### src/rtl/core/odw_pkg.sv
// odw_pkg: shared constants and types for the oscillator octave / dac word core
// no dependencies; imported by odw_div, oscillator_octave_dac_word_core and tb_top
`timescale 1ns / 1ps

package odw_pkg;

    localparam int HZ_W     = 27;          // target frequency width
    localparam int OCT_W    = 4;
    localparam int DAC_W    = 10;
    localparam int ADDR_W   = 7;
    localparam int QUO_BITS = 11;          // quotient never exceeds 1024 for in-range frequencies
    localparam int DEN_W    = HZ_W + 1;    // divisor is 2*f
    localparam int REM_W    = 40;          // holds 4097*f - 2078*2^(11+oct)

    localparam logic [HZ_W-1:0]   FREQ_MIN   = 27'd1039;
    localparam logic [HZ_W-1:0]   FREQ_MAX   = 27'd68000000;
    localparam logic [REM_W-1:0]  DAC_REF    = 40'd2078;
    localparam logic [ADDR_W-1:0] ADDR_RESET = 7'd23;
    localparam logic [1:0]        WORD_TAG   = 2'b10;
    localparam int                OCT_MAX    = 15;

    // sideband that rides along the divider stages
    typedef struct packed {
        logic [OCT_W-1:0] oct;
        logic             oor;
    } t_side;

endpackage

### src/rtl/core/odw_div.sv
// odw_div: pipelined restoring divider, one quotient bit per register stage
// depends on odw_pkg (widths, t_side)
`timescale 1ns / 1ps

module odw_div
    import odw_pkg::*;
(
    input  logic             i_clk,
    input  logic             i_rst_n,
    input  logic             i_valid,
    output logic             o_stall,
    input  logic [REM_W-1:0] i_num,
    input  logic [DEN_W-1:0] i_den,
    input  t_side            i_side,
    output logic             o_valid,
    input  logic             i_stall,
    output logic [QUO_BITS-1:0] o_quo,
    output t_side            o_side
);

    logic                r_vld  [QUO_BITS];
    logic [REM_W-1:0]    r_rem  [QUO_BITS];
    logic [DEN_W-1:0]    r_den  [QUO_BITS];
    logic [QUO_BITS-1:0] r_quo  [QUO_BITS];
    t_side               r_side [QUO_BITS];
    logic [QUO_BITS:0]   move;

    assign move[QUO_BITS] = !i_stall;

    for (genvar j = 0; j < QUO_BITS; j++) begin : g_stage
        localparam int K = QUO_BITS - 1 - j;

        logic                vin;
        logic [REM_W-1:0]    rin;
        logic [DEN_W-1:0]    din;
        logic [QUO_BITS-1:0] qin;
        t_side               sin;
        logic [REM_W-1:0]    dsh;
        logic                ge;

        if (j == 0) begin : g_first
            assign vin = i_valid;
            assign rin = i_num;
            assign din = i_den;
            assign qin = '0;
            assign sin = i_side;
        end else begin : g_next
            assign vin = r_vld[j-1];
            assign rin = r_rem[j-1];
            assign din = r_den[j-1];
            assign qin = r_quo[j-1];
            assign sin = r_side[j-1];
        end

        assign dsh = {{(REM_W-DEN_W){1'b0}}, din} << K;
        assign ge  = (rin >= dsh);

        // a stage loads when empty or when its content moves on
        assign move[j] = !r_vld[j] || move[j+1];

        always_ff @(posedge i_clk) begin
            if (!i_rst_n) begin
                r_vld[j] <= 1'b0;
            end else if (move[j]) begin
                r_vld[j] <= vin;
            end
        end

        always_ff @(posedge i_clk) begin
            if (move[j]) begin
                r_rem[j]  <= ge ? (rin - dsh) : rin;
                r_den[j]  <= din;
                r_quo[j]  <= qin | (QUO_BITS'(ge) << K);
                r_side[j] <= sin;
            end
        end
    end

    assign o_stall = !move[0];
    assign o_valid = r_vld[QUO_BITS-1];
    assign o_quo   = r_quo[QUO_BITS-1];
    assign o_side  = r_side[QUO_BITS-1];

endmodule

### src/rtl/core/oscillator_octave_dac_word_core.sv
// oscillator_octave_dac_word_core: frequency to octave, dac code and setting word
// depends on odw_pkg and odw_div
`timescale 1ns / 1ps

// channel  | valid    | stall    | payload
// ---------+----------+----------+-----------------------------------------------
// input    | i_valid  | o_stall  | i_target_hz
// output   | o_valid  | i_stall  | o_octave o_dac_code o_word_high o_word_low
//          |          |          | o_bus_address_byte o_out_of_range
// config   | i_cfg_we | -        | i_cfg_wdata
//
// one transfer per cycle sustained while i_stall is low; registers in order:
// range/octave stage, numerator stage, 11 divider stages, output register
// the 11-stage restoring divider sets the depth, one quotient bit per stage
// each stage loads when empty or when its content moves on, so bubbles close up
// and the input keeps taking transfers while a result waits at the output, till all fill
// synchronous active-low reset clears valid bits and loads ADDR_RESET into the address register

module oscillator_octave_dac_word_core
    import odw_pkg::*;
(
    input  logic              i_clk,
    input  logic              i_rst_n,
    input  logic              i_cfg_we,
    input  logic [ADDR_W-1:0] i_cfg_wdata,
    input  logic              i_valid,
    output logic              o_stall,
    input  logic [HZ_W-1:0]   i_target_hz,
    output logic              o_valid,
    input  logic              i_stall,
    output logic [OCT_W-1:0]  o_octave,
    output logic [DAC_W-1:0]  o_dac_code,
    output logic [7:0]        o_word_high,
    output logic [7:0]        o_word_low,
    output logic [7:0]        o_bus_address_byte,
    output logic              o_out_of_range
);

    // device address register
    logic [ADDR_W-1:0] r_dev_addr;

    always_ff @(posedge i_clk) begin
        if (!i_rst_n) begin
            r_dev_addr <= ADDR_RESET;
        end else if (i_cfg_we) begin
            r_dev_addr <= i_cfg_wdata;
        end
    end

    // write direction bit is zero; the user must change the address only while idle, the block does not enforce it
    assign o_bus_address_byte = {r_dev_addr, 1'b0};

    // handshake chain, back to front
    logic out_move, div_stall, s2_move, s1_move;
    logic div_valid;

    // stage 1: range check and octave by threshold compares
    logic            r_s1_vld;
    logic [HZ_W-1:0] r_s1_f;
    logic            r_s1_oor;
    logic [OCT_W-1:0] r_s1_oct;
    logic [OCT_W-1:0] n_s1_oct;
    logic            n_s1_oor;

    // octave is the largest n with 1039 * 2^n <= f
    always_comb begin
        n_s1_oct = '0;
        for (int n = 1; n <= OCT_MAX; n++) begin
            if (i_target_hz >= (FREQ_MIN << n)) begin
                n_s1_oct = OCT_W'(n);
            end
        end
    end

    assign n_s1_oor = (i_target_hz < FREQ_MIN) || (i_target_hz > FREQ_MAX);

    assign s1_move = !r_s1_vld || s2_move;
    assign o_stall = !s1_move;

    always_ff @(posedge i_clk) begin
        if (!i_rst_n) begin
            r_s1_vld <= 1'b0;
        end else if (s1_move) begin
            r_s1_vld <= i_valid;
        end
    end

    always_ff @(posedge i_clk) begin
        if (s1_move) begin
            r_s1_f   <= i_target_hz;
            r_s1_oor <= n_s1_oor;
            r_s1_oct <= n_s1_oct;
        end
    end

    // stage 2: dividend 2t + f = 4097 f - 2078 * 2^(11+oct), divisor 2f
    logic             r_s2_vld;
    logic [REM_W-1:0] r_s2_num;
    logic [DEN_W-1:0] r_s2_den;
    t_side            r_s2_side;
    logic [REM_W-1:0] n_s2_num;
    logic [REM_W-1:0] f_ext;

    assign f_ext    = {{(REM_W-HZ_W){1'b0}}, r_s1_f};
    assign n_s2_num = (f_ext << 12) + f_ext - (DAC_REF << (r_s1_oct + 5'd11));

    assign s2_move = !r_s2_vld || !div_stall;

    always_ff @(posedge i_clk) begin
        if (!i_rst_n) begin
            r_s2_vld <= 1'b0;
        end else if (s2_move) begin
            r_s2_vld <= r_s1_vld;
        end
    end

    always_ff @(posedge i_clk) begin
        if (s2_move) begin
            r_s2_num      <= n_s2_num;
            r_s2_den      <= {r_s1_f, 1'b0};
            r_s2_side.oct <= r_s1_oct;
            r_s2_side.oor <= r_s1_oor;
        end
    end

    // divider: rounded quotient (2t + f) / (2f)
    logic [QUO_BITS-1:0] div_quo;
    t_side               div_side;

    odw_div u_div (
        .i_clk   (i_clk),
        .i_rst_n (i_rst_n),
        .i_valid (r_s2_vld),
        .o_stall (div_stall),
        .i_num   (r_s2_num),
        .i_den   (r_s2_den),
        .i_side  (r_s2_side),
        .o_valid (div_valid),
        .i_stall (!out_move),
        .o_quo   (div_quo),
        .o_side  (div_side)
    );

    // output register: saturate, build the setting word, zero when out of range
    logic             r_out_vld;
    logic [OCT_W-1:0] r_oct;
    logic [DAC_W-1:0] r_dac;
    logic             r_oor;
    logic [DAC_W-1:0] n_dac;
    logic [OCT_W-1:0] n_oct;

    // quotient of 1024 clamps to the top code
    assign n_dac = div_side.oor ? '0 :
                   (div_quo[QUO_BITS-1] ? {DAC_W{1'b1}} : div_quo[DAC_W-1:0]);
    assign n_oct = div_side.oor ? '0 : div_side.oct;

    assign out_move = !r_out_vld || !i_stall;

    always_ff @(posedge i_clk) begin
        if (!i_rst_n) begin
            r_out_vld <= 1'b0;
        end else if (out_move) begin
            r_out_vld <= div_valid;
        end
    end

    always_ff @(posedge i_clk) begin
        if (out_move) begin
            r_oct <= n_oct;
            r_dac <= n_dac;
            r_oor <= div_side.oor;
        end
    end

    logic [15:0] word;

    assign word = r_oor ? 16'd0 : {r_oct, r_dac, WORD_TAG};

    assign o_valid        = r_out_vld;
    assign o_octave       = r_oct;
    assign o_dac_code     = r_dac;
    assign o_word_high    = word[15:8];
    assign o_word_low     = word[7:0];
    assign o_out_of_range = r_oor;

endmodule

### config.mk
export PLATFORM = sky130hd
export DESIGN_NAME = oscillator_octave_dac_word_core
export DESIGN_NICKNAME = d
export VERILOG_FILES = /design/src/rtl/core/odw_pkg.sv /design/src/rtl/core/odw_div.sv /design/src/rtl/core/oscillator_octave_dac_word_core.sv
export SDC_FILE = /design/constraint.sdc
export NUM_CORES = 2
export LEC_CHECK = 0
export BUFFER_PORTS_ARGS = -buffer_cell sky130_fd_sc_hd__buf_2
export CORE_AREA = 2 2 395 397
export CTS_BUF_LIST = sky130_fd_sc_hd__clkbuf_2
export CTS_CLUSTER_SIZE = 28
export DETAILED_ROUTE_END_ITERATION = 6
export DIE_AREA = 0 0 397 399
export RECOVER_POWER = 50
export SYNTH_ARGS = -nofsm -noshare
export SYNTH_HDL_FRONTEND = slang
export SYNTH_HIERARCHICAL = 1
export SYNTH_SLANG_ARGS = --single-unit
### constraint.sdc
create_clock -name i_clk -period 8 [get_ports i_clk]
set_clock_uncertainty 0.05 [all_clocks]
set_input_delay 0.4 -clock i_clk [delete_from_list [all_inputs] [get_ports i_clk]]
set_output_delay 0.4 -clock i_clk [all_outputs]
set_load 0.1 [all_outputs]
==> qor.txt <==
first-pass GRT wire length: 208 mm
Cell Int Power: 12.5 mW
TritonCTS buffer count: 239
worst vdd ir: 0.122 mV
clock tree sinks: 940
layout cells sized above 1: 9.94%
final WL: 133 mm
Synth Area per Inst: 10.9 µm²
DR DRC count: 0
violated checks: max-capacitance violations, max-slew violations
grt ovf: 0
most frequent cells in the layout: 929 x edfxtp_1, 428 x inv_1, 412 x a21oi_1
Post-synth ARST share: 0%
most common cell after layout, fill and taps aside: edfxtp_1
CTS tree: done
worst-path maximum fanout: 78
Leak: 23.9 nW
TNS Setup: 0 ns
post-place setup slack: 2.08 ns
Die Width: 397 µm
Clk pwr share: 15.7%
worst-path cell chain: nand2_1 -> clkbuf_1 -> inv_1 -> and3_1 -> and2_0 -> and3_1 -> and2_0 -> inv_1 -> clkbuf_1
IO Pins: 80
Post-CTS Setup Bufs: 0
Crit path largest cell delay: 2.80 ns
power per cell area: 350 nW/µm²
crit share post-route: 79.0%
first drt pass iteration count: 5
routed len/inst: 17.8 µm
Syn. warnings: 6
worst endpoint required time: 9.07 ns
initial antenna violation count: 4
Worst path slowest cell: clkbuf_1
hold_buf cts: 123
Comb pwr share: 45.2%
CTS max path bufs: 3
IO buf count: 77
Final Util: 38.8%
pin count of the biggest net entering global routing: 79
fmax: 158 MHz
NumNets Final: 5695
Slew headroom: -167%
#FFs+latches synth: 940
fin. max-slew vios: 406
Worst-Margin Slew: 4.00 ns
Final Hold Fails: 0
Root Buffer: clkbuf_2
total of max-cap violations: 7
number of global-route vias before repair: 38.2k
post-synthesis sequential area ratio: 52.3%
Setup CP Type: reg2reg
detailed placement HPWL: 102 mm
crit start category: flip-flop
gr usage total: 16.7%
worst hold slack: 0.259 ns
Yosys top cell area share: 51.9%
setup slack after layout: 1.68 ns
row count: 144
DIE AREA: 158000 µm²
1st-iter DRT viols: 2240
core area: 154000 µm²
ys flop type: edfxtp_1
Placer Congestion: 0.908
status: finished with violations
H-Tree Depth: 4
synth top area cells: edfxtp_1 52%, ha_1 8.8%, a21oi_1 3.8%
Post-synth EDFFs: 929
Worst Path Arrival: 7.39 ns
DR vias/cell: 5.08
Post-Synthesis Cells: 4921
area leader, netlist: edfxtp_1
switching share of power: 40.1%
clock slew at reported path FFs: 0.10 ns
Chip Height: 399 µm
Final Power: 20.9 mW
Final setup viols: 0
Crit. End Element: flip-flop
Sw Pwr: 8.38 mW
via count: 38.0k
synthesized cell area: 53700 µm²
post-synthesis cell type count: 107
Layout Area Growth over Synthesis: 11.1%
worst min path class: reg2reg
share of power burned in registers: 39.0%
worst skew pair latency: 1.74 ns
initial core utilization: 35.0%
RSZ-0062 raised after global routing: false
post-route ant nets: 0
post-cts sizing count: 0
Period minus WS final: 6.32 ns
## cell type report
type | instances | area, µm²
inverters | 434 | 1630
fillers | 15080 | 94000
clock inverters | 104 | 628
diodes | 7 | 17.5
flip-flops and latches | 940 | 28100
well taps | 2044 | 2560
multi-input cells | 3411 | 23400
repair buffers | 226 | 1740
clock buffers | 320 | 1600
## power by group through the flow
stage	clock [mW]	combinational, mW	sequential [mW]
6_report	3.29	9.45	8.16
5_1_grt	3.72	10.5	8.32
4_1_cts	3.48	9.44	8.16
3_5_place_dp	0	9.34	8.27
3_3_place_gp	0	9.26	8.27
2_1_floorplan	0	7.19	7.93
## critical path: cells and delay by family, from the launching register on
kind                   cells  cell delay, ns
buffers and inverters      4            4.29
DFF                        1            0.32
and+or+nand+nor            5            1.07
## final timing paths
check	depth (start not counted)	slack [ns]	start	endpoint
worst max-delay path	9	1.68	o_valid	u_div/r_quo[5][7]
worst min-delay path	0	0.26	r_s2_num[3]	u_div/r_rem[0][3]
worst max register to register	9	1.68	o_valid	u_div/r_quo[5][7]
worst min register to register	0	0.26	r_s2_num[3]	u_div/r_rem[0][3]
## sequential cells by signal, summed over array words and instances, names as in the netlist
register,flops
o_dac_code,10
u_div/r_den,280
u_div/r_vld,11
r_s1_oct,4
o_out_of_range,1
r_s2_num,40
r_dev_addr,7
r_s2_vld,1
r_s2_side,5
r_s1_f,27
u_div/r_rem,400
r_s2_den,26
o_octave,4
u_div/r_quo,66
r_s1_oor,1
r_s1_vld,1
u_div/r_side,55
o_valid,1
## per-stage QoR
stage	cell area, µm²	instances
after detailed placement	56300	6932
final	59700	7486
after CTS	59800	7479
after global routing	59700	7482
after floorplan	53700	4924
after global placement	56300	6932
## Yosys cell counts (all sizes together) (18+ instances only)
master and number:
a211oi 43, a21o 130, a21oi 413, a31oi 29, and2 18, and3 50
buf 53, clkbuf 86, edfxtp 929, fa 26, ha 378, inv 433
mux2 54, nand2 406, nand2b 42, nand3 113, nand3b 18, nand4 66
nor2 335, nor2b 62, nor3 82, nor4 45, o211ai 32, o21a 39
o21ai 325, o21bai 42, o31ai 24, or2 19, or3 21, xnor2 200
xor2 134
## kinds of logic after synthesis
family / after synthesis / share of synthesized area [%]
simple gates: 1344 / 12.1
compound gates: 1257 / 14.6
flops: 940 / 52.3
buf+inv: 573 / 4.27
fa+ha+maj: 404 / 9.77
xor+xnor: 334 / 5.45
mux: 68 / 1.39
other cells: 1 / 0.00698
## routing by layer
layer | GRT usage [%] | share of wire (%)
met1 | 17.6 | 38
met2 | 30.3 | 51
met3 | 2.99 | 3.5
met4 | 11.5 | 6.9
met5 | 0 | 0
(Power assumes the default switching activity.)
